===== src/sv/lbvm_pkg.sv =====
`timescale 1ns / 1ps
package lbvm_pkg;
   localparam int MAX_EMPTY_DEF = 63;
   localparam int STEP_Q_DEF    = 80;
   localparam int CORDIC_N      = 15;

   localparam logic [2:0] CSR_MAX_RANGE = 3'd0;
   localparam logic [2:0] CSR_ORIGIN_X  = 3'd1;
   localparam logic [2:0] CSR_ORIGIN_Y  = 3'd2;
   localparam logic [2:0] CSR_ORIGIN_Z  = 3'd3;
   localparam logic [2:0] CSR_HEAD_H    = 3'd4;
   localparam logic [2:0] CSR_HEAD_A    = 3'd5;

   localparam logic [1:0] OCC_EMPTY    = 2'd0;
   localparam logic [1:0] OCC_OCCUPIED = 2'd1;
   localparam logic [1:0] OCC_POSSIBLE = 2'd2;

   typedef enum logic [1:0] {
      KIND_MISS = 2'd0,
      KIND_NEAR = 2'd1,
      KIND_HIT  = 2'd2
   } kind_type;

   // Classified return handed from the front to the back.
   typedef struct packed {
      kind_type           kind;
      logic signed [19:0] range;
      logic [19:0]        max_range;
      logic [15:0]        ang_h;
      logic [15:0]        ang_a;
   } job_type;

   function automatic logic [14:0] atan_entry(input logic [3:0] i);
      case (i)
         4'd0:    atan_entry = 15'd8192;
         4'd1:    atan_entry = 15'd4836;
         4'd2:    atan_entry = 15'd2555;
         4'd3:    atan_entry = 15'd1297;
         4'd4:    atan_entry = 15'd651;
         4'd5:    atan_entry = 15'd326;
         4'd6:    atan_entry = 15'd163;
         4'd7:    atan_entry = 15'd81;
         4'd8:    atan_entry = 15'd41;
         4'd9:    atan_entry = 15'd20;
         4'd10:   atan_entry = 15'd10;
         4'd11:   atan_entry = 15'd5;
         4'd12:   atan_entry = 15'd3;
         4'd13:   atan_entry = 15'd1;
         4'd14:   atan_entry = 15'd1;
         default: atan_entry = 15'd0;
      endcase
   endfunction
endpackage


===== src/sv/lbvm_back.sv =====
`timescale 1ns / 1ps
// Computes the direction with two CORDIC rotations run side by side, then marches the points.
module lbvm_back #(
   parameter int MAX_EMPTY = lbvm_pkg::MAX_EMPTY_DEF,
   parameter int STEP_Q    = lbvm_pkg::STEP_Q_DEF
) (
   input  logic               clock,
   input  logic               reset,
   input  logic               job_valid,
   output logic               job_stall,
   input  lbvm_pkg::job_type  job,
   input  logic signed [23:0] origin_x,
   input  logic signed [23:0] origin_y,
   input  logic signed [23:0] origin_z,
   output logic               rsp_valid,
   input  logic               rsp_stall,
   output logic signed [24:0] rsp_point_x,
   output logic signed [24:0] rsp_point_y,
   output logic signed [24:0] rsp_point_z,
   output logic [1:0]         rsp_occupancy,
   output logic               rsp_last
);
   localparam int CW = $clog2(MAX_EMPTY + 1);

   typedef enum logic [2:0] {
      S_IDLE, S_ROT, S_DIR, S_MULT, S_ADD, S_OUT
   } state_type;

   state_type state_ff;
   lbvm_pkg::job_type job_ff;
   logic signed [17:0] xh_ff, yh_ff, xa_ff, ya_ff;
   logic signed [16:0] ah_ff, aa_ff;
   logic neg_h_ff, neg_a_ff;
   logic [3:0] it_ff;
   logic signed [16:0] dx_ff, dy_ff, dz_ff, ch_ff, sh_ff, ca_ff;
   logic [1:0] dstep_ff;
   logic signed [20:0] t_ff;
   logic [CW-1:0] n_ff;
   logic [1:0] occ_ff;
   logic lst_ff;
   logic signed [38:0] px_ff, py_ff, pz_ff;
   logic signed [24:0] ox_ff, oy_ff, oz_ff;
   logic [1:0] oocc_ff;
   logic olast_ff;
   logic ovalid_ff;

   logic signed [16:0] fa_h, fa_a;
   logic fn_h, fn_a;
   logic signed [17:0] xh_in, yh_in, xa_in, ya_in;
   logic signed [16:0] ah_in, aa_in;
   logic signed [16:0] c_ch, c_sh, c_ca, c_sa;
   logic signed [33:0] prod;
   logic signed [16:0] rnd_prod;
   logic signed [22:0] lim2;
   logic empty_more;

   function automatic logic signed [16:0] fold(input logic [15:0] a, output logic neg);
      logic signed [16:0] s;
      s = 17'(signed'(a));
      neg = 1'b0;
      if (s > 17'sd16384) begin
         s = s - 17'sd32768; neg = 1'b1;
      end else if (s < -17'sd16384) begin
         s = s + 17'sd32768; neg = 1'b1;
      end
      return s;
   endfunction

   function automatic logic signed [16:0] clamp(input logic signed [17:0] v, input logic neg);
      logic signed [17:0] w;
      w = neg ? -v : v;
      if (w > 18'sd32767) return 17'sd32767;
      if (w < -18'sd32767) return -17'sd32767;
      return 17'(w);
   endfunction

   always_comb begin
      fa_h = fold(job.ang_h, fn_h);
      fa_a = fold(job.ang_a, fn_a);
      if (ah_ff >= 0) begin
         xh_in = xh_ff - (yh_ff >>> it_ff);
         yh_in = yh_ff + (xh_ff >>> it_ff);
         ah_in = ah_ff - 17'(lbvm_pkg::atan_entry(it_ff));
      end else begin
         xh_in = xh_ff + (yh_ff >>> it_ff);
         yh_in = yh_ff - (xh_ff >>> it_ff);
         ah_in = ah_ff + 17'(lbvm_pkg::atan_entry(it_ff));
      end
      if (aa_ff >= 0) begin
         xa_in = xa_ff - (ya_ff >>> it_ff);
         ya_in = ya_ff + (xa_ff >>> it_ff);
         aa_in = aa_ff - 17'(lbvm_pkg::atan_entry(it_ff));
      end else begin
         xa_in = xa_ff + (ya_ff >>> it_ff);
         ya_in = ya_ff - (xa_ff >>> it_ff);
         aa_in = aa_ff + 17'(lbvm_pkg::atan_entry(it_ff));
      end
      c_ch = clamp(xh_ff, neg_h_ff);
      c_sh = clamp(yh_ff, neg_h_ff);
      c_ca = clamp(xa_ff, neg_a_ff);
      c_sa = clamp(ya_ff, neg_a_ff);
      // Step one forms the x product from the cosine, step two the y product from the sine.
      prod = ca_ff * (dstep_ff[1] ? sh_ff : ch_ff);
      rnd_prod = 17'((prod + 34'sd16384) >>> 15);
      lim2 = (23'(job_ff.range) <<< 1) - 23'(STEP_Q);
      empty_more = (n_ff < CW'(MAX_EMPTY)) &&
                   ((23'(t_ff) <<< 1) < lim2);
   end

   assign job_stall = (state_ff != S_IDLE);
   assign rsp_valid = ovalid_ff;
   assign rsp_point_x = ox_ff;
   assign rsp_point_y = oy_ff;
   assign rsp_point_z = oz_ff;
   assign rsp_occupancy = oocc_ff;
   assign rsp_last = olast_ff;

   always_ff @(posedge clock) begin
      if (reset) begin
         state_ff  <= S_IDLE;
         ovalid_ff <= 1'b0;
      end else begin
         if (ovalid_ff && !rsp_stall && state_ff != S_ADD) ovalid_ff <= 1'b0;
         case (state_ff)
            S_IDLE: begin
               if (job_valid) begin
                  job_ff <= job;
                  xh_ff <= 18'sd19898; yh_ff <= '0; ah_ff <= fa_h; neg_h_ff <= fn_h;
                  xa_ff <= 18'sd19898; ya_ff <= '0; aa_ff <= fa_a; neg_a_ff <= fn_a;
                  it_ff <= '0;
                  state_ff <= S_ROT;
               end
            end
            S_ROT: begin
               xh_ff <= xh_in; yh_ff <= yh_in; ah_ff <= ah_in;
               xa_ff <= xa_in; ya_ff <= ya_in; aa_ff <= aa_in;
               it_ff <= it_ff + 4'd1;
               if (it_ff == 4'(lbvm_pkg::CORDIC_N - 1)) begin
                  state_ff <= S_DIR;
                  dstep_ff <= 2'd0;
               end
            end
            S_DIR: begin
               // Two products share one multiplier.
               ch_ff <= c_ch; sh_ff <= c_sh; ca_ff <= c_ca; dz_ff <= c_sa;
               if (dstep_ff == 2'd0) begin
                  dstep_ff <= 2'd1;
               end else if (dstep_ff == 2'd1) begin
                  dx_ff <= rnd_prod; dstep_ff <= 2'd2;
               end else begin
                  dy_ff <= rnd_prod;
                  n_ff <= '0;
                  case (job_ff.kind)
                     lbvm_pkg::KIND_MISS: begin
                        t_ff <= 21'(job_ff.max_range); occ_ff <= lbvm_pkg::OCC_POSSIBLE;
                        lst_ff <= 1'b1;
                     end
                     lbvm_pkg::KIND_NEAR: begin
                        t_ff <= 21'(STEP_Q); occ_ff <= lbvm_pkg::OCC_OCCUPIED;
                        lst_ff <= 1'b1;
                     end
                     default: begin
                        t_ff <= 21'(STEP_Q); occ_ff <= lbvm_pkg::OCC_EMPTY;
                        lst_ff <= 1'b0;
                     end
                  endcase
                  state_ff <= S_MULT;
               end
            end
            S_MULT: begin
               if (job_ff.kind == lbvm_pkg::KIND_HIT && !lst_ff && !empty_more) begin
                  t_ff <= 21'(job_ff.range);
                  occ_ff <= lbvm_pkg::OCC_OCCUPIED;
                  lst_ff <= 1'b1;
               end else begin
                  px_ff <= dx_ff * 22'(t_ff);
                  py_ff <= dy_ff * 22'(t_ff);
                  pz_ff <= dz_ff * 22'(t_ff);
                  state_ff <= S_ADD;
               end
            end
            S_ADD: begin
               if (!ovalid_ff || !rsp_stall) begin
                  ox_ff <= 25'(origin_x) + 25'((px_ff + 39'sd16384) >>> 15);
                  oy_ff <= 25'(origin_y) + 25'((py_ff + 39'sd16384) >>> 15);
                  oz_ff <= 25'(origin_z) + 25'((pz_ff + 39'sd16384) >>> 15);
                  oocc_ff <= occ_ff;
                  olast_ff <= lst_ff;
                  ovalid_ff <= 1'b1;
                  if (lst_ff) begin
                     state_ff <= S_IDLE;
                  end else begin
                     n_ff <= n_ff + CW'(1);
                     t_ff <= t_ff + 21'(STEP_Q);
                     state_ff <= S_MULT;
                  end
               end
            end
            default: state_ff <= S_IDLE;
         endcase
      end
   end

   assert property (@(posedge clock) disable iff (reset)
      (rsp_valid && rsp_stall) |=> rsp_valid) else $error("result dropped");
   assert property (@(posedge clock) disable iff (reset)
      (state_ff == S_ROT) |-> (it_ff < 4'(lbvm_pkg::CORDIC_N))) else $error("cordic overrun");
   assert property (@(posedge clock) disable iff (reset)
      (rsp_valid && rsp_last) |-> (rsp_occupancy != lbvm_pkg::OCC_EMPTY))
      else $error("last point marked empty");
endmodule


===== config.mk =====
export PLATFORM = sky130hd
export DESIGN_NAME = lbvm_back
export DESIGN_NICKNAME = d
export VERILOG_FILES = /design/src/sv/lbvm_pkg.sv /design/src/sv/lbvm_back.sv
export SDC_FILE = /design/constraint.sdc
export NUM_CORES = 2
export LEC_CHECK = 0
export BUFFER_PORTS_ARGS = -buffer_cell sky130_fd_sc_hd__buf_2
export CORE_ASPECT_RATIO = 1.75
export CORE_MARGIN = 2
export CORE_UTILIZATION = 48
export CTS_CLUSTER_DIAMETER = 50
export DETAILED_ROUTE_END_ITERATION = 12
export MAX_ROUTING_LAYER = met4
export PLACE_DENSITY = 0.69
export SLEW_MARGIN = 20
export SYNTH_ARGS = -nofsm -noshare
export SYNTH_HDL_FRONTEND = slang
export SYNTH_SLANG_ARGS = --single-unit

===== constraint.sdc =====
create_clock -name clock -period 9.1 [get_ports clock]
set_clock_uncertainty 0.2 [all_clocks]
set_input_delay 0.455 -clock clock [delete_from_list [all_inputs] [get_ports clock]]
set_output_delay 0.455 -clock clock [all_outputs]
set_load 0.05 [all_outputs]

# --- Word level (Yosys, flattened, before mapping) ---
# Memory sizes are Yosys's and may differ from the RTL's. A register that Yosys moved wholly into a read port is not among the register bits.
# Cells that the tools add are included.
word_totals:
  wordCells: 248
  mem_bits_ro: 896
  out_inout_bits: 80
  in_bits: 150
  regBits: 487
  memories: 4
memory_table:
  columns: ["memory", "depth", "word_bits", "read_ports", "rd_ports_with_merged_regs", "wr", "line_no", "text"]
  rows:
  - ["(name not given)", 16, 14, 1, 1, 0, "lbvm_pkg.sv:34", "case (i)"]
  - ["(name not given)", 16, 14, 1, 1, 0, "lbvm_pkg.sv:34", null]
  - ["(name not given)", 16, 14, 1, 1, 0, "lbvm_pkg.sv:34", null]
  - ["(name not given)", 16, 14, 1, 1, 0, "lbvm_pkg.sv:34", null]
classes:
  multipliers: 4
  addsub: 31
  shifts: 4
  n_reduce_logical: 32
  eq_ne: 18
  muxes: 102
  n_lt_le_gt_ge: 16
  n_bitwise: 4
ops:
  columns: ["cell", "count"]
  rows:
  - ["2-to-1 mux 17 bit", 24]
  - ["2-to-1 mux 18 bit", 10]
  - ["one-hot mux 18 bit (2 select lines)", 4]
  - ["adder 39 x 16 -> 39 bit, second input constant", 3]
  - ["multiplier 17 x 21 -> 38 bit", 3]
  - ["2-to-1 mux 21 bit", 5]
  - ["adder 24 x 24 -> 25 bit", 3]
  - ["adder 18 bit", 4]
  - ["> comparator 18 x 16 -> 1 bit, second input constant", 4]
  - ["less-than comparator 18 x 16 -> 1 bit, second input constant", 4]
  - ["negation 18 bit", 4]
  - [">>> shifter 18 x 4 -> 18 bit", 4]
  - ["subtractor 18 bit", 4]
  - ["one-hot mux 17 bit (2 select lines)", 2]
  - ["one-hot mux 21 bit (3 select lines)", 1]
  - ["2-to-1 mux 15 bit", 4]
  - ["adder 16 x 17 -> 17 bit, second input constant", 2]
  - ["adder 17 x 15 -> 17 bit", 2]
  - [">= comparator 17 x 1 -> 1 bit, second input constant", 2]
  - ["multiplier 17 x 34 -> 32 bit", 1]
  - ["2-to-1 mux 34 bit", 1]
  - ["subtractor 16 x 17 -> 17 bit, second input constant", 2]
  - ["subtractor 17 x 15 -> 17 bit", 2]
  - ["adder 32 x 16 -> 32 bit, second input constant", 1]
  - ["other kinds (42)", 115]

# --- Logic depth before layout (Yosys ltp) ---
depth:
  ltp_word: 7
  depth_mapped: 27
  mapped_depth_nobuf: 25

# --- Least setup slack after synthesis ---
# Ideal clock, no wire load.
synth_path:
  path_kind: "register to register"
  from: "register state_ff[1]"
  to: "register (tool-made name)"
  stages_incl_launch_ff: 10
  arrival_ps: 7637
  setup_time_ps: 117
  path_buffers: 1
  slack_ps: 1146
  cell_sequence: "dfxtp_1 -> clkbuf_1 -> nor2_1 -> o21ai_0 -> nor2_1 -> mux2i_1 -> ha_1 -> inv_1 -> a21oi_1 -> a22o_1"
synth_rtl:
  columns: ["element", "line_no", "text"]
  rows:
  - ["from (decl)", "lbvm_back.sv:29", "state_type state_ff;"]
  - ["from (signal assigned)", "lbvm_back.sv:120", "state_ff <= S_IDLE;"]
  - ["from (signal assigned)", "lbvm_back.sv:131", "state_ff <= S_ROT;"]
  - ["from (signal assigned)", "lbvm_back.sv:139", "state_ff <= S_DIR;"]

# --- Worst setup path after layout ---
layout_path:
  from: "register dstep_ff[1]"
  to: "register dy_ff[13], data pin"
layout_via:
  elab_chain_len: 3
layout_rtl:
  columns: ["element", "line_no", "text"]
  rows:
  - ["from (decl)", "lbvm_back.sv:36", "logic [1:0] dstep_ff;"]
  - ["from (signal assigned)", "lbvm_back.sv:140", "dstep_ff <= 2'd0;"]
  - ["from (signal assigned)", "lbvm_back.sv:147", "dstep_ff <= 2'd1;"]
  - ["from (signal assigned)", "lbvm_back.sv:149", "dx_ff <= rnd_prod; dstep_ff <= 2'd2;"]
  - ["2-to-1 mux 34 bit", "lbvm_back.sv:103", "prod = ca_ff * (dstep_ff[1] ? sh_ff : ch_ff);"]
  - ["multiplier 17 x 34 -> 32 bit", "lbvm_back.sv:103", null]
  - ["adder 32 x 16 -> 32 bit", "lbvm_back.sv:104", "rnd_prod = 17'((prod + 34'sd16384) >>> 15);"]
  - ["net rnd_prod[13]", "lbvm_back.sv:53", "logic signed [16:0] rnd_prod;"]
  - ["to (signal assigned)", "lbvm_back.sv:151", "dy_ff <= rnd_prod;"]
  - ["to (decl)", "lbvm_back.sv:35", "logic signed [16:0] dx_ff, dy_ff, dz_ff, ch_ff, sh_ff, ca_ff;"]
# The timed path passes the listed nets, and every way through them passes these cells.
# A chain may end at the register's enable or synchronous reset.

==> results.sh <==
export IMPL_dp_slack_ns=0.706
export IMPL_vdd_drop_max_v=0.000453
export IMPL_outcome="finished clean"
export IMPL_yosysTopAreaCell="fa_1"
export IMPL_crit_fanout=22
export IMPL_port_buffers=229
export IMPL_first_global_vias=64800
export IMPL_yosys_top_cells_area="fa_1, edfxtp_1, ha_1, inv_1, nand2_1"
export IMPL_ant_nets=0
export IMPL_holdWs_ns=0.0452
export IMPL_yosysSeqAreaShare=0.170
export IMPL_drt_iter0_drc=3804
export IMPL_syn2layout_area_growth_pct=7.71
export IMPL_htreeDepth=2
export IMPL_clockRootBuffer="clkbuf_16"
export IMPL_viasPerCell=5.55
export IMPL_cts_sinks=456
export IMPL_route_detailed_drc=0
export IMPL_power_switching_w=0.0171
export IMPL_max_stage_delay_ns=0.91
export IMPL_worstPathArrival_ns=8.63
export IMPL_syn_area_per_cell_um2=9.58
export IMPL_layout_drive_gt1_share=0.0699
export IMPL_cts_tree="built"
export IMPL_dieArea_um2=169000
export IMPL_regArea_um2=13500
export IMPL_p_per_area_nw_per_um2=398
export IMPL_coreArea_um2=164000
export IMPL_grt_pass1_wl_um=342000
export IMPL_pwr_share_clk=0.069
export IMPL_combPwrFrac=0.794
export IMPL_async_reset_ff_frac=0
export IMPL_synth_top_area_share=0.342
export IMPL_cp_slowest_cell="edfxtp_1"
export IMPL_cts_made_buffers=57
export IMPL_cts_repair_resize_count=0
export IMPL_finalSetupTns_ns=0
export IMPL_ys_ff_latch=456
export IMPL_crit_top_cell="fa_1"
export IMPL_clockBufferDepth=3
export IMPL_finalSetupViolCount=0
export IMPL_dieHeight_um=542
export IMPL_gp_congestion=0.958
export IMPL_synth_edff_count=438
export IMPL_r2r_cells=23
export IMPL_hold_path_class="in -> reg"
export IMPL_synth_nets=10400
export IMPL_p_total_w=0.0341
export IMPL_slew_headroom=0.243
export IMPL_rows=197
export IMPL_timing_fmax_mhz=118
export IMPL_ys_warn_count=0
export IMPL_p_sw_frac=0.500
export IMPL_worstSkewPairLatency_ns=0.76
export IMPL_cts_setup_buffers=0
export IMPL_crit_chain="mux2_2, and2_1, fa_1, inv_1, fa_1, fa_1, inv_1, fa_1, fa_1, inv_1, fa_1, inv_1, ha_1, and4_1, o2111a_1, a41oi_1, a21oi_1, o2111ai_1, o21ai_0, buf_4, o41a_1, a21o_1, xor2_1"
export IMPL_grt_use_total=0.266
export IMPL_path_delay_family="adder cells"
export IMPL_required_ns=9.26
export IMPL_setup_worst_path_start_class="register"
export IMPL_rsz0062_at_grt="false"
export IMPL_synth_top_flop_cell="edfxtp_1"
export IMPL_slew_viol_final=0
export IMPL_dp_hpwl_um=172000
export IMPL_ys_types=87
export IMPL_totalWireLength_um=215000
export IMPL_p_int_w=0.0170
export IMPL_worst_pin_slew_ns=1.14
export IMPL_end_kind="register"
export IMPL_period_needed_ns=8.47
export IMPL_io_pins=230
export IMPL_crit_buf_inv=5
export IMPL_die_x_um=312
export IMPL_grt_max_degree=73
export IMPL_maxCapViolations=0
export IMPL_setup_slack_ns=0.632
export IMPL_p_leak_nw=39.9
export IMPL_fillers=14900
export IMPL_fin_crit_sh=0.931
export IMPL_multi_input_area_um2=58800
export IMPL_finalNetCount=10500
export IMPL_hold_depth=3
export IMPL_dp_cells=10400
export IMPL_synth_area_um2=79500
export IMPL_dr_total_vias=59000
export IMPL_cp_depth=23
export IMPL_wire_per_inst_um=20.2
export IMPL_postCtsHoldBufs=90
export IMPL_dr_pass1_iters=6
export IMPL_antenna_found_initial=6
export IMPL_layout_cells_non_filler=10600
export IMPL_path_clk_slew_ns=0.07
export IMPL_initial_utilization=0.483
export IMPL_p_seq_frac=0.137
export IMPL_criticalPathCategory="reg -> reg"
export IMPL_gr_total_overflow=0
export IMPL_netlist_instances=8297
export IMPL_final_hold_violation_count=0
## kinds of logic after synthesis
family,after synthesis,share of synthesized area
and+or+nand+nor,2481,0.150
buffers and inverters,1897,0.0903
adders and majority gates,1914,0.429
muxes,166,0.0339
DFF,456,0.170
xor gates and xnor gates,507,0.0561
AOI/OAI and AO/OA,876,0.0698
## power by group through the flow
stage               combinational, W  clock (W)  sequential, W
floorplan                     0.0203          0        0.00442
global placement              0.0261          0        0.00467
detailed placement            0.0271          0        0.00468
CTS                           0.0272    0.00241        0.00463
global route                  0.0306    0.00248        0.00467
finish                        0.0271    0.00236        0.00465
## Yosys cell counts, drive strengths merged (55+ instances only)
cell    count
edfxtp    438
nor3       89
nand2b     58
and2      566
mux4       72
ha        558
and3       55
fa       1356
nand3      98
xnor2     293
xor2      213
a21oi     202
clkbuf    330
nand2    1030
inv      1509
a21o       83
o21ai     276
nor2      352
## final timing paths
check / start / to / slack, ns
min: origin_z[23] / rsp_point_z[23]$_DFFE_PP_ / 0.05
max reg2reg: dstep_ff[1]$_SDFFCE_PP0P_ / dy_ff[13]$_DFFE_PP_ / 0.63
min reg2reg: occ_ff[0]$_SDFFCE_PP1P_ / rsp_occupancy[0]$_DFFE_PP_ / 0.24
max: dstep_ff[1]$_SDFFCE_PP0P_ / dy_ff[13]$_DFFE_PP_ / 0.63
## through the flow
stage           util  cell area, um2
2_1_floorplan      -           79500
3_3_place_gp   0.503           82700
3_5_place_dp   0.503           82700
4_1_cts        0.520           85500
5_1_grt        0.521           85600
6_report       0.521           85600
## worst reg2reg max path, cell delays in order (launching register included)
cell	delay, ns
edfxtp_1	0.91
mux2_2	0.59
and2_1	0.26
fa_1	0.53
inv_1	0.05
fa_1	0.48
fa_1	0.53
inv_1	0.06
fa_1	0.50
fa_1	0.49
inv_1	0.05
fa_1	0.47
inv_1	0.04
ha_1	0.29
and4_1	0.24
o2111a_1	0.23
a41oi_1	0.16
a21oi_1	0.54
o2111ai_1	0.19
o21ai_0	0.10
buf_4	0.16
o41a_1	0.18
a21o_1	0.16
xor2_1	0.68
## registers in the layout (all words and copies together), names as in the netlist, 18 cells and up, named ones only
name         count
px_ff           24
ya_ff           18
job_ff          42
xa_ff           18
rsp_point_z     25
rsp_point_x     25
pz_ff           24
t_ff            21
py_ff           24
yh_ff           18
xh_ff           18
rsp_point_y     25
## per-layer routing
layer	share of wire	global-route usage	vias up
met5	0	-	-
met4	0.069	0.160	0
met3	0.050	0.0295	748
met2	0.54	0.487	1983
met1	0.34	0.272	29900
li1	-	-	26400
## final cells by class
type / instances / share of cell area
Tap cell: 2189 / 0.0320
Antenna cell: 7 / 0.000205
Multi-Input combinational cell: 5944 / 0.687
Clock buffer: 61 / 0.0168
Sequential cell: 456 / 0.158
Clock inverter: 46 / 0.00596
Timing Repair Buffer: 416 / 0.0334
Inverter: 1513 / 0.0663
## cell usage in the layout, fill, tap and decap left out, types with 45 or more instances in the layout
master         count
and2_1           565
a21oi_1          202
mux2_2            48
fa_1            1356
edfxtp_1         438
or3_1             52
nor2_1           349
nand2b_1          58
o21ai_0          275
xnor2_1          293
and3_1            53
dlygate4sd3_1     90
nor3_1            88
xor2_1           213
a21o_1            83
ha_1             558
mux2i_1           45
inv_1           1508
nand2_1         1029
clkbuf_16         57
mux4_2            55
nand3_1           98
buf_2            229
buf_4             90
No activity file was read; power rests on OpenSTA's default activity.
