===== config.mk =====
export PLATFORM = sky130hd
export DESIGN_NAME = lbvm_front
export DESIGN_NICKNAME = d
export VERILOG_FILES = /design/src/sv/lbvm_pkg.sv /design/src/sv/lbvm_front.sv
export SDC_FILE = /design/constraint.sdc
export NUM_CORES = 1
export LEC_CHECK = 0
export BUFFER_PORTS_ARGS = -buffer_cell sky130_fd_sc_hd__buf_2
export CAP_MARGIN = 10
export CORE_MARGIN = 5
export CORE_UTILIZATION = 50
export DETAILED_ROUTE_END_ITERATION = 10
export GPL_TIMING_DRIVEN = 0
export PLACE_DENSITY = 0.8
export SYNTH_ARGS = -nofsm -noshare
export SYNTH_HDL_FRONTEND = slang
export SYNTH_SLANG_ARGS = --single-unit

===== constraint.sdc =====
create_clock -name clock -period 5.1 [get_ports clock]
set_input_delay 0.255 -clock clock [delete_from_list [all_inputs] [get_ports clock]]
set_output_delay 0.255 -clock clock [all_outputs]
set_load 0.005 [all_outputs]

===== src/sv/lbvm_pkg.sv =====
`timescale 1ns / 1ps
package lbvm_pkg;
   localparam int MAX_EMPTY_DEF = 63;
   localparam int STEP_Q_DEF    = 80;
   localparam int CORDIC_N      = 15;

   localparam logic [2:0] CSR_MAX_RANGE = 3'd0;
   localparam logic [2:0] CSR_ORIGIN_X  = 3'd1;
   localparam logic [2:0] CSR_ORIGIN_Y  = 3'd2;
   localparam logic [2:0] CSR_ORIGIN_Z  = 3'd3;
   localparam logic [2:0] CSR_HEAD_H    = 3'd4;
   localparam logic [2:0] CSR_HEAD_A    = 3'd5;

   localparam logic [1:0] OCC_EMPTY    = 2'd0;
   localparam logic [1:0] OCC_OCCUPIED = 2'd1;
   localparam logic [1:0] OCC_POSSIBLE = 2'd2;

   typedef enum logic [1:0] {
      KIND_MISS = 2'd0,
      KIND_NEAR = 2'd1,
      KIND_HIT  = 2'd2
   } kind_type;

   // Classified return handed from the front to the back.
   typedef struct packed {
      kind_type           kind;
      logic signed [19:0] range;
      logic [19:0]        max_range;
      logic [15:0]        ang_h;
      logic [15:0]        ang_a;
   } job_type;

   function automatic logic [14:0] atan_entry(input logic [3:0] i);
      case (i)
         4'd0:    atan_entry = 15'd8192;
         4'd1:    atan_entry = 15'd4836;
         4'd2:    atan_entry = 15'd2555;
         4'd3:    atan_entry = 15'd1297;
         4'd4:    atan_entry = 15'd651;
         4'd5:    atan_entry = 15'd326;
         4'd6:    atan_entry = 15'd163;
         4'd7:    atan_entry = 15'd81;
         4'd8:    atan_entry = 15'd41;
         4'd9:    atan_entry = 15'd20;
         4'd10:   atan_entry = 15'd10;
         4'd11:   atan_entry = 15'd5;
         4'd12:   atan_entry = 15'd3;
         4'd13:   atan_entry = 15'd1;
         4'd14:   atan_entry = 15'd1;
         default: atan_entry = 15'd0;
      endcase
   endfunction
endpackage


===== src/sv/lbvm_front.sv =====
`timescale 1ns / 1ps
// Adds the heading to the beam angles and classifies the return.
module lbvm_front (
   input  logic                  clock,
   input  logic                  reset,
   input  logic                  req_valid,
   output logic                  req_stall,
   input  logic signed [19:0]    req_range_q,
   input  logic [15:0]           req_beam_horizontal,
   input  logic [15:0]           req_beam_altitude,
   input  logic [19:0]           max_range,
   input  logic [15:0]           heading_horizontal,
   input  logic [15:0]           heading_altitude,
   output logic                  job_valid,
   input  logic                  job_stall,
   output lbvm_pkg::job_type     job
);
   lbvm_pkg::job_type job_ff, job_in;
   logic valid_ff;
   logic signed [22:0] two_r;
   logic signed [22:0] three_m;

   assign req_stall = valid_ff && job_stall;
   assign job_valid = valid_ff;
   assign job = job_ff;

   always_comb begin
      two_r   = 23'(req_range_q) <<< 1;
      three_m = 23'({1'b0, max_range}) + (23'({1'b0, max_range}) <<< 1);
      job_in.range     = req_range_q;
      job_in.max_range = max_range;
      job_in.ang_h     = req_beam_horizontal + heading_horizontal;
      job_in.ang_a     = req_beam_altitude + heading_altitude;
      if (two_r >= three_m) begin
         job_in.kind = lbvm_pkg::KIND_MISS;
      end else if (req_range_q <= 0) begin
         job_in.kind = lbvm_pkg::KIND_NEAR;
      end else begin
         job_in.kind = lbvm_pkg::KIND_HIT;
      end
   end

   always_ff @(posedge clock) begin
      if (reset) begin
         valid_ff <= 1'b0;
      end else if (req_valid && !req_stall) begin
         valid_ff <= 1'b1;
      end else if (!job_stall) begin
         valid_ff <= 1'b0;
      end
      if (req_valid && !req_stall) begin
         job_ff <= job_in;
      end
   end
endmodule


# After elaboration in Yosys (flattened, before gate mapping)
# Index checks and enable logic that the tools add are counted.
[word_totals] regBits=75 inputBits=108 out_inout_bits=76 word_cells=18
[op_classes] addsub=3 magnitude_cmp=2 n_eq_ne=1 n_mux=3 reduce_logical=3
[op_table] operator="adder 16 bit" n=2
[op_table] operator=">= comparator 21 x 23 -> 1 bit" n=1
[op_table] operator="adder 20 x 21 -> 22 bit" n=1
[op_table] operator="less-or-equal comparator 20 x 1 -> 1 bit (second input constant)" n=1
[op_table] operator="logical AND 1 bit" n=2
[op_table] operator="two-way mux 1 bit" n=2
[op_table] operator="two-way mux 2 bit" n=1
[op_table] operator="inequality test 2 x 1 -> 1 bit (second input constant)" n=1
[op_table] operator="logical NOT 1 bit" n=1

# Depth between registers and ports, before layout
# Gate-level depths: netlist of run 1.
[depth] word_depth=4 depth_mapped=18 depth_no_buf=18

# Worst setup path after synthesis of run 1
# Ideal clock, no wire load.
[synth_timing] path_type="reg-to-reg" from="register valid_ff (netlist: job_valid)" to="register job_ff (netlist bit job[0]) (enable)" setup_ns=0.515 t_arrival_ns=3.772 t_required_ns=4.585 path_slack_ns=0.812 path_stages_with_launch=3 path_buffers=0 period_less_slack_ns=4.288 path_cell_list="dfxtp_1 -> and2_1 -> nor2b_1"
[synth_between] elab_chain_cells=3
[synth_rtl] item="start, declared" line="lbvm_front.sv:19" rtl="logic valid_ff;"
[synth_rtl] item="start signal, assigned" line="lbvm_front.sv:45" rtl="valid_ff <= 1'b0;"
[synth_rtl] item="start signal, assigned" line="lbvm_front.sv:47" rtl="valid_ff <= 1'b1;"
[synth_rtl] item="start signal, assigned" line="lbvm_front.sv:49" rtl="valid_ff <= 1'b0;"
[synth_rtl] item="logical AND 1 bit" line="lbvm_front.sv:23" rtl="assign req_stall = valid_ff && job_stall;"
[synth_rtl] item="net req_stall" line="lbvm_front.sv:7" rtl="output logic req_stall,"
[synth_rtl] item="logical NOT 1 bit" line="lbvm_front.sv:51" rtl="if (req_valid && !req_stall) begin"
[synth_rtl] item="logical AND 1 bit" line="lbvm_front.sv:51"
[synth_rtl] item="end signal, assigned" line="lbvm_front.sv:52" rtl="job_ff <= job_in;"
[synth_rtl] item="end, declared" line="lbvm_front.sv:18" rtl="lbvm_pkg::job_type job_ff, job_in;"
# The timed path passes the listed nets, and every way through them passes these cells.
# A chain may end at the register's enable or synchronous reset.

# Worst setup path in the final report of run 1
[layout_timing] from="input port max_range[1]" to="register job_ff (netlist bit job[72]) (data pin)"
[layout_between] elab_chain_cells=2
[layout_rtl] item="start, declared" line="lbvm_front.sv:11" rtl="input logic [19:0] max_range,"
[layout_rtl] item="adder 20 x 21 -> 22 bit" line="lbvm_front.sv:29" rtl="three_m = 23'({1'b0, max_range}) + (23'({1'b0, max_range}) <<< 1);"
[layout_rtl] item=">= comparator 21 x 23 -> 1 bit" line="lbvm_front.sv:34" rtl="if (two_r >= three_m) begin"
# Every way passes these cells.

==> results of run 1 <==
==> kinds of logic after synthesis <==
kind of cell               after synthesis  synth area share
DFF                                     75            0.4362
AOI/OAI and AO/OA                      134            0.1748
adders and majority gates               76            0.1894
xor gates and xnor gates                42           0.07157
and+or+nand+nor                        102            0.1093
buffers and inverters                   23           0.01680
muxes                                    1          0.001947
==> layer usage <==
metal	vias up	share of wire
met5	-	0
met4	0	0.022
met3	27	0.086
met2	191	0.50
met1	1985	0.39
li1	2140	-
==> sequential cells by signal, summed over array words and instances, names as in the netlist <==
name       count
job           74
job_valid      1
==> worst max-delay path, cell delays in order <==
cell and delay (ns):
buf_2 0.12, ha_1 0.32, a211oi_2 0.21, o21bai_1 0.11, o31a_1 0.29, o41ai_4 0.34
o221ai_2 0.23, or4b_1 0.53, nand4_1 0.10, ha_1 0.17, nand2_1 0.07, nor3_1 0.18
nand4_1 0.13, o31ai_1 0.20, nor2_1 0.09, a41o_1 0.25
==> report_power, final <==
| group | total (µW) | switching [µW] | internal [µW] |
|---|---|---|---|
| Sequential | 761 | 11.9 | 749 |
| Combinational | 527 | 281 | 247 |
| Clock | 513 | 214 | 300 |
==> final timing paths <==
path | slack (ns) | to | cells past startpoint | start
setup / recovery | 1.57 | job[72] | 16 | max_range[1]
hold / removal | 0.06 | job_valid | 2 | reset
setup reg to reg | 3.82 | job[2] | 3 | job_valid
hold reg to reg | 0.69 | job_valid | 3 | job_valid
==> through the flow <==
step | hold slack, ns | cells | setup WS (ns) | power (µW) | TNS (ns)
after floorplan | 0.3274 | 453 | 0.8122 | 1112 | 0
after global placement | 0.4126 | 772 | -0.4364 | 1270 | -31.85
after detailed placement | 0.4178 | 774 | 1.250 | 1299 | 0
after CTS | 0.04068 | 790 | 1.590 | 1817 | 0
after global routing | 0.04084 | 790 | 1.202 | 1920 | 0
final | 0.06065 | 790 | 1.574 | 1802 | 0
==> cells in the final DEF, fill, tap and decap left out, types with 3 or more instances in the layout <==
master	n
buf_2	183
edfxtp_1	74
ha_1	73
a21oi_1	41
xnor2_1	27
o21ai_0	24
nor2_1	22
inv_1	21
a21o_1	21
xor2_1	15
nor2b_1	11
clkbuf_8	11
nor3_1	9
nand2_1	9
nand4_1	8
o21a_1	7
and3_1	7
nand2b_1	6
nor4_1	6
and2_1	5
nand3_1	5
o31a_1	4
a31oi_1	4
o21bai_1	4
a211oi_1	3
a41oi_1	3
o211ai_1	3
a211o_1	3
or3_1	3
o31ai_1	3
nor3b_1	3
fa_1	3
clkinv_2	3
==> area by class of cell <==
type                            instances  area (µm²)  share of cell area
Tap cell                              136       170.2             0.02618
Inverter                               21       78.83             0.01213
Clock buffer                           11       151.4             0.02329
Clock inverter                          5       75.07             0.01155
Timing Repair Buffer                  185       955.9              0.1471
Buffer                                  2       7.507            0.001155
Multi-Input combinational cell        355        2819              0.4337
Sequential cell                        75        2242              0.3449
==> metrics.cfg, run 1 <==
[run_status]
status = finished, final reports clean

[route]
detail-route-antenna-nets = 0
first_pass_iters = 7
num_vias = 4343
wl_per_cell_um = 15.56
vias_per_cell = 5.497
drc_errors = 0
drt_iter0_drc = 161
routed_wl_mm = 12.29

[grt]
grt_use_total = 0.1981
grt_pass1_vias = 4558
antenna_found_initial = 0
grt_util_met1 = 0.2246
grt_max_degree = 39
overflow = 0
grt_use_met2 = 0.3506
grt_pass1_wl_mm = 20.44
top_usage_layer = met2
met3_usage = 0.05435

[floorplan]
die_area_um2 = 12410
start_util = 0.5047
die_w_um = 111.4
io_pins = 184
die_height_um = 111.4
core_um2 = 10180
num_rows = 37

[power_and_ir_drop]
leakage_uw = 0.002991
p_per_area_nw_per_um2 = 277.2
vdd_drop_max_uv = 149.6

[sta]
fmax_mhz = 283.6
hold_violations = 0
period_minus_slack_ns = 3.526
max_slew_margin = 0.7093
rsz0062_at_grt = no
tightest_slew_ns = 0.4323
slew_viol_final = 0
setup_viol = 0
fin_crit_sh = 0.6914
clock-skew-final_ns = 0.01124

[clocking]
clkSinkCount = 75
cts_setup_buffers = 0
worst_skew_pair.late_latency_ns = 0.34
cts_buffer_depth = 2
ctsResizeCount = 0
cts_tree = done
htreeDepth = 3
cts-buffers-inserted = 9
clk_pin_slew_ns = 0.08
ctsHoldBuffers = 0
clockRootBuffer = clkbuf_8

[yosys]
ys_types = 51
yosysWarnings = 0
syn_nets = 637
synth_top_area_frac = 0.4323
ys.flop_type = edfxtp_1
postSynthAreaPerCell_um2 = 11.35
ys_ff_latch = 75
async_reset_ff_frac = 0
synth_edf_count = 74
synth_top_area_cell = edfxtp_1
synthCells = 453
syn_area_um2 = 5140
ys_seq_area_frac = 0.4362
post-synth-top-count-cell = edfxtp_1
synth_common_cells = 74 x edfxtp_1, 73 x ha_1, 41 x a21oi_1
netlist_top_cells_area = edfxtp_1 43%, ha_1 18%, xnor2_1 4.6%

[place]
dpl.hpwl_mm = 10.10
routabilityCongestion = 0.8570
placed_area_um2 = 6274
numPortBuffers = 183

[final_layout]
diodes = 0
fillers = 826
postLayoutCoreUtil = 0.6382
areaGrowthSynthToFinish_pct = 26.46
fin_area_um2 = 6500
fin_nets = 833
final_layout_size_suffix_gt1_frac = 0.3180

[setup_path]
end_kind = flip-flop
path_class = in2reg
critPathRequiredTime_ns = 5.19
crit_fanout = 4
startpoint_type = primary input
critPathArrivalTime_ns = 3.62

[min_path]
hp-class = in2reg

[job]
maxCapViolCount = 0

Power figures use the tool's default switching activity.
==> inputs of run 2 (changes only) <==
--- a/config.mk
+++ b/config.mk
@@ -5,13 +5,14 @@
 export SDC_FILE = /design/constraint.sdc
 export NUM_CORES = 1
 export LEC_CHECK = 0
+export ABC_AREA = 1
 export BUFFER_PORTS_ARGS = -buffer_cell sky130_fd_sc_hd__buf_2
 export CAP_MARGIN = 10
 export CORE_MARGIN = 5
 export CORE_UTILIZATION = 50
 export DETAILED_ROUTE_END_ITERATION = 10
 export GPL_TIMING_DRIVEN = 0
-export PLACE_DENSITY = 0.8
+export PLACE_DENSITY = 0.79
 export SYNTH_ARGS = -nofsm -noshare
 export SYNTH_HDL_FRONTEND = slang
 export SYNTH_SLANG_ARGS = --single-unit
==> constraint.sdc (replaced) <==
create_clock -name clock -period 3.31 [get_ports clock]
set_input_delay 0.1655 -clock clock [delete_from_list [all_inputs] [get_ports clock]]
set_output_delay 0.1655 -clock clock [all_outputs]
set_load 0.005 [all_outputs]
==> metrics.cfg, run 2 <==
[run_status]
status = finished, final reports clean

[setup_path]
cp_top_family = simple AND/OR/NAND/NOR gates
critPathArrivalTime_ns = 2.80
timing.critical_path.mode_cell = nand2_1
startpoint_type = primary input
critPathRequiredTime_ns = 3.43
crit_fanout = 4
r2r-start = job_valid
end_kind = flip-flop
path_cells = buf_2 -> ha_1 -> inv_1 -> fa_1 -> inv_1 -> a21oi_1 -> o21ai_2 -> nand2_1 -> nand3b_1 -> nand2_1 -> ha_1 -> nand2_1 -> nor2_1 -> nand2_1 -> nor2_1 -> nand2_1 -> nand3_1 -> nand2_1 -> nand2_1 -> nor2_1
startpoint = max_range[1]
crit_buf_inv = 3
critical_path.slowest_cell = fa_1
cp_slowest_stage_delay_ns = 0.40
path_class = in2reg

[route]
vias_per_cell = 5.056
detail-route-antenna-nets = 0
routed_wl_mm = 13.42
wl_per_cell_um = 13.60
drt_iter0_drc = 250
first_pass_iters = 5
num_vias = 4990
drc_errors = 0

[yosys]
netlist_top_cells_area = edfxtp_1 40%, ha_1 16%, nand2_1 11%
yosysWarnings = 0
ys.flop_type = edfxtp_1
syn_area_um2 = 5598
postSynthAreaPerCell_um2 = 8.679
synth_common_cells = 157 x nand2_1, 74 x edfxtp_1, 73 x ha_1
synth_top_area_cell = edfxtp_1
async_reset_ff_frac = 0
syn_nets = 829
synthCells = 645
post-synth-top-count-cell = nand2_1
ys_types = 29
synth_edf_count = 74
ys_ff_latch = 75
synth_top_area_frac = 0.3970
ys_seq_area_frac = 0.4005

[grt]
grt_max_degree = 34
antenna_found_initial = 2
grt_pass1_wl_mm = 21.75
overflow = 0
grt_pass1_vias = 4851
grt_use_total = 0.2029

[power_and_ir_drop]
combinationalPowerShare = 0.301
leakage_uw = 0.003511
switching_share = 0.3012
power.switching_uw = 866.1
seq_power_share = 0.408
power_frac_clock = 0.291
p_per_area_nw_per_um2 = 412.0
p_int_uw = 2010
vdd_drop_max_uv = 228.3

[final_layout]
fillers = 943
largest_register_ffs = 74
fin_nets = 1026
fin_area_um2 = 6979
final_layout_size_suffix_gt1_frac = 0.2612
multi_input_area_um2 = 3093
areaGrowthSynthToFinish_pct = 24.68
seqCellArea_um2 = 2242
mostFrequentLayoutCells = 183 x buf_2, 157 x nand2_1, 74 x edfxtp_1
layout_commonest_cell = buf_2

[floorplan]
die_area_um2 = 13410
num_rows = 38
die_w_um = 115.8
io_pins = 184
die_height_um = 115.8
start_util = 0.5141
core_um2 = 10890

[clocking]
worst_skew_pair.late_latency_ns = 0.36
cts_buffer_depth = 2
clkSinkCount = 75
clk_pin_slew_ns = 0.08
htreeDepth = 3
clockRootBuffer = clkbuf_8
cts-buffers-inserted = 9
cts_tree = done

[job]
maxCapViolCount = 0

[sta]
fmax_mhz = 373.2
fin_hold_ws_ns = 0.01813
setup_viol = 0
max_slew_margin = 0.7403
hold_violations = 0
rsz0062_at_grt = no
fin_crit_sh = 0.8095
clock-skew-final_ns = 0.005856
period_minus_slack_ns = 2.679
slew_viol_final = 0
tightest_slew_ns = 0.3886

[min_path]
hold_path.startpoint = req_range_q[14]
hp-class = in2reg

[place]
placed_area_um2 = 6736
routabilityCongestion = 0.9065
numPortBuffers = 183
dpl.hpwl_mm = 11.15

[run 2: timing repair]
item                                   in CTS  in global routing
setup buffers                               0                  0
hold buffers                                1                  0
resized for setup                           0                  0
endpoints found under the hold margin       1                  0
[run 2: kinds of logic (layout without fill, tap and decap cells)]
logic type / Yosys count / in the layout / share of synthesized area
and+or+nand+nor: 293 / 293 / 0.2271
AOI/OAI and AO/OA: 92 / 92 / 0.09231
adders and majority gates: 76 / 76 / 0.1739
DFF: 75 / 75 / 0.4005
buffers and inverters: 72 / 273 / 0.04828
xor gates and xnor gates: 37 / 37 / 0.05789
other: 0 / 1 / 0
[run 2: cell type report]
| class | count | area share |
|---|---|---|
| clock buffers | 10 | 0.01829 |
| clock inverters | 5 | 0.01470 |
| flip-flops and latches | 75 | 0.3213 |
| well taps | 140 | 0.02510 |
| multi-input cells | 498 | 0.4432 |
| diodes | 1 | 0.0003586 |
| repair buffers | 186 | 0.1384 |
| inverters | 72 | 0.03872 |
[run 2: final timing paths]
kind	endpoint	slack, ns	depth (start not counted)
max	job[73]	0.63	20
min	job[66]	0.02	1
max reg2reg	job[16]	1.93	4
min reg2reg	job_valid	0.49	2
[run 2: layer usage]
layer	vias to the layer above	GRT usage	wire (µm)
li1	2595	-	-
met1	2189	0.2724	5954
met4	2	0.08353	348
met2	177	0.3245	6021
met5	-	0	13
met3	27	0.03760	1086
[run 2: through the flow]
step,cells,utilization,total power (µW),setup WS (ns),setup TNS (ns)
6_report,987,0.6410,2876,0.6305,0
5_1_grt,987,0.6410,3078,0.4141,0
4_1_cts,986,0.6408,2901,0.6554,0
3_5_place_dp,970,0.6187,2056,0.2882,0
3_3_place_gp,968,0.6146,2030,-0.2348,-16.96
2_1_floorplan,645,-,1753,0.5286,0
[run 2: power by group through the flow]
stage	registers, µW	logic [µW]	clock network [µW]
finish	1170	866	836
global route	1180	994	903
CTS	1170	869	857
detailed placement	1190	862	0
global placement	1200	835	0
floorplan	1210	541	0
==> inputs of run 3 (changes only) <==
--- a/config.mk
+++ b/config.mk
@@ -5,14 +5,14 @@
 export SDC_FILE = /design/constraint.sdc
 export NUM_CORES = 1
 export LEC_CHECK = 0
-export ABC_AREA = 1
+export ABC_AREA = 0
 export BUFFER_PORTS_ARGS = -buffer_cell sky130_fd_sc_hd__buf_2
 export CAP_MARGIN = 10
 export CORE_MARGIN = 5
-export CORE_UTILIZATION = 50
+export CORE_UTILIZATION = 46
 export DETAILED_ROUTE_END_ITERATION = 10
 export GPL_TIMING_DRIVEN = 0
-export PLACE_DENSITY = 0.79
+export PLACE_DENSITY = 0.78
 export SYNTH_ARGS = -nofsm -noshare
 export SYNTH_HDL_FRONTEND = slang
 export SYNTH_SLANG_ARGS = --single-unit
==> constraint.sdc (replaced) <==
create_clock -name clock -period 2.4 [get_ports clock]
set_input_delay 0.12 -clock clock [delete_from_list [all_inputs] [get_ports clock]]
set_output_delay 0.12 -clock clock [all_outputs]
set_load 0.005 [all_outputs]
==> metrics.cfg, run 3 (synthesis results as in run 1) <==
[final_layout]
fin_nets = 872
final_layout_size_suffix_gt1_frac = 0.3261
areaGrowthSynthToFinish_pct = 36.08
postLayoutCoreUtil = 0.6424
fin_cells = 833
fin_area_um2 = 6994
mostFrequentLayoutCells = 181 x buf_2, 74 x edfxtp_1, 68 x ha_1
layout_commonest_cell = buf_2
largest_register_ffs = 74
diodes = 0
fillers = 842

[power_and_ir_drop]
p_per_area_nw_per_um2 = 557.9
leakage_uw = 0.003158
vdd_drop_max_uv = 287.9
finalPower_uw = 3902

[sta]
slew_viol_final = 0
period_minus_slack_ns = 3.091
setup_viol = 2
tightest_slew_ns = 0.5040
fmax_mhz = 323.6
fin_crit_sh = 1.288
max_slew_margin = 0.6553
fin_ws_ns = -0.6905
hold_violations = 0
rsz0062_at_grt = yes
clock-skew-final_ns = 0.008414

[place]
dp_slack_ns = -1.310
placed_area_um2 = 6304
placed_cells = 778
dpl.hpwl_mm = 9.916
numPortBuffers = 183
routabilityCongestion = 0.8657

[clocking]
cts_tree = done
worst_skew_pair.late_latency_ns = 0.34
cts_buffer_depth = 2
clockRootBuffer = clkbuf_8
htreeDepth = 3
cts-buffers-inserted = 9
clk_pin_slew_ns = 0.07
clkSinkCount = 75

[route]
num_vias = 4527
detail-route-antenna-nets = 0
drt_iter0_drc = 118
first_pass_iters = 4
vias_per_cell = 5.435
drc_errors = 0
routed_wl_mm = 12.78
wl_per_cell_um = 15.34

[setup_path]
r2r_setup_slack_ns = 1.06
cp-endpoint = job[72]
cp_slowest_stage_delay_ns = 0.41
path_cells = buf_2 -> ha_2 -> inv_1 -> fa_1 -> nor2b_2 -> o31ai_2 -> a21oi_2 -> a211oi_2 -> o31ai_1 -> a21oi_1 -> xor2_1 -> ha_1 -> nand4_1 -> nor3_2 -> nor3b_2 -> nor2_1 -> a41o_1
crit_fanout = 3
critPathRequiredTime_ns = 2.50
rr_worst_depth = 4
critical_path.slowest_cell = fa_1
critPathArrivalTime_ns = 3.19
r2r-start = job_valid
startpoint = max_range[0]
startpoint_type = primary input
crit_buf_inv = 2
end_kind = flip-flop
cp.depth = 17
r2r_end = job_valid
path_class = in2reg
cp_top_family = compound AO/OA/AOI/OAI gates

[floorplan]
die_area_um2 = 13390
core_um2 = 10890
io_pins = 184
start_util = 0.4721
die_height_um = 115.7
die_w_um = 115.7
num_rows = 38

[run_status]
status = complete, but fails checks
violations = negative setup slack

[grt]
antenna_found_initial = 0
grt_pass1_vias = 4505
grt_use_total = 0.1912
overflow = 0
grt_pass1_wl_mm = 20.44
grt_max_degree = 39

[job]
maxCapViolCount = 0

[min_path]
hp-class = in2reg

-- run 3: cell types whose count changed in the layout (fill, tap and decap cells not counted), sizes merged, moves of 12 or more --
cell and change:
nand2 -158, inv -51, nor2 -43, dlygate4sd3 +34, nand3 -27, a21o +16
a21oi -14, nand3b -12, nor2b +12, xnor2 +12
-- run 3: worst min path at each step --
stage / depth (start not counted) / slack [ns] / to / start
6_report: 1 / 0.02 / job[43] / max_range[11]
5_1_grt: 1 / 0.003 / job[43] / max_range[11]
4_1_cts: 1 / 0.0006 / job[43] / max_range[11]
3_5_place_dp: 2 / 0.28 / job_valid / reset
3_3_place_gp: 2 / 0.28 / job_valid / reset
2_1_floorplan: 1 / 0.19 / job_valid / reset
-- run 3: layer usage --
metal	GRT usage	vias to the layer above	part of all wire
met4	0.06110	0	0.013
met1	0.2245	2137	0.41
met5	0	-	0
met3	0.04439	15	0.073
met2	0.3461	150	0.51
li1	-	2225	-
-- run 3: power by group --
group	switching (µW)	leakage (µW)	internal (µW)	total [µW]
sequential	25.3	0.000724	1590	1620
combinational	619	0.00232	590	1210
clock	460	0.000111	616	1080
total	1100	0.00316	2800	3900
-- run 3: through the flow --
step	hold slack [ns]	setup TNS (ns)
floorplan	0.1924	-1.312
global placement	0.2754	-2.390
detailed placement	0.2818	-2.557
CTS	0.0005658	-1.467
global route	0.003335	-1.761
finish	0.01672	-1.333
-- run 3: repair_timing --
| action | CTS | global route |
|---|---|---|
| gates resized for setup | 12 | 8 |
| pin swaps | 3 | 7 |
| endpoints found under the hold margin | 34 | 0 |
| endpoints found under the setup margin | 2 | 2 |
| buffers inserted | 4 | 0 |
| hold buffers | 35 | 0 |
-- run 3: worst reg2reg max path, stage by stage (launching register included) --
cell           delay, ns
dfxtp_1             0.33
and2_1              0.20
nor2_1              0.06
nor2_1              0.11
dlygate4sd3_1       0.58
-- run 3: cell type report --
class                   count  area [µm²]  share of cell area
plain buffers               2       7.507            0.001073
flip-flops and latches     75        2242              0.3206
clock inverters             4       73.82             0.01055
multi-input cells         355        2919              0.4174
repair buffers            224        1353              0.1934
well taps                 140       175.2             0.02504
clock buffers              12       145.1             0.02075
inverters                  21       78.83             0.01127
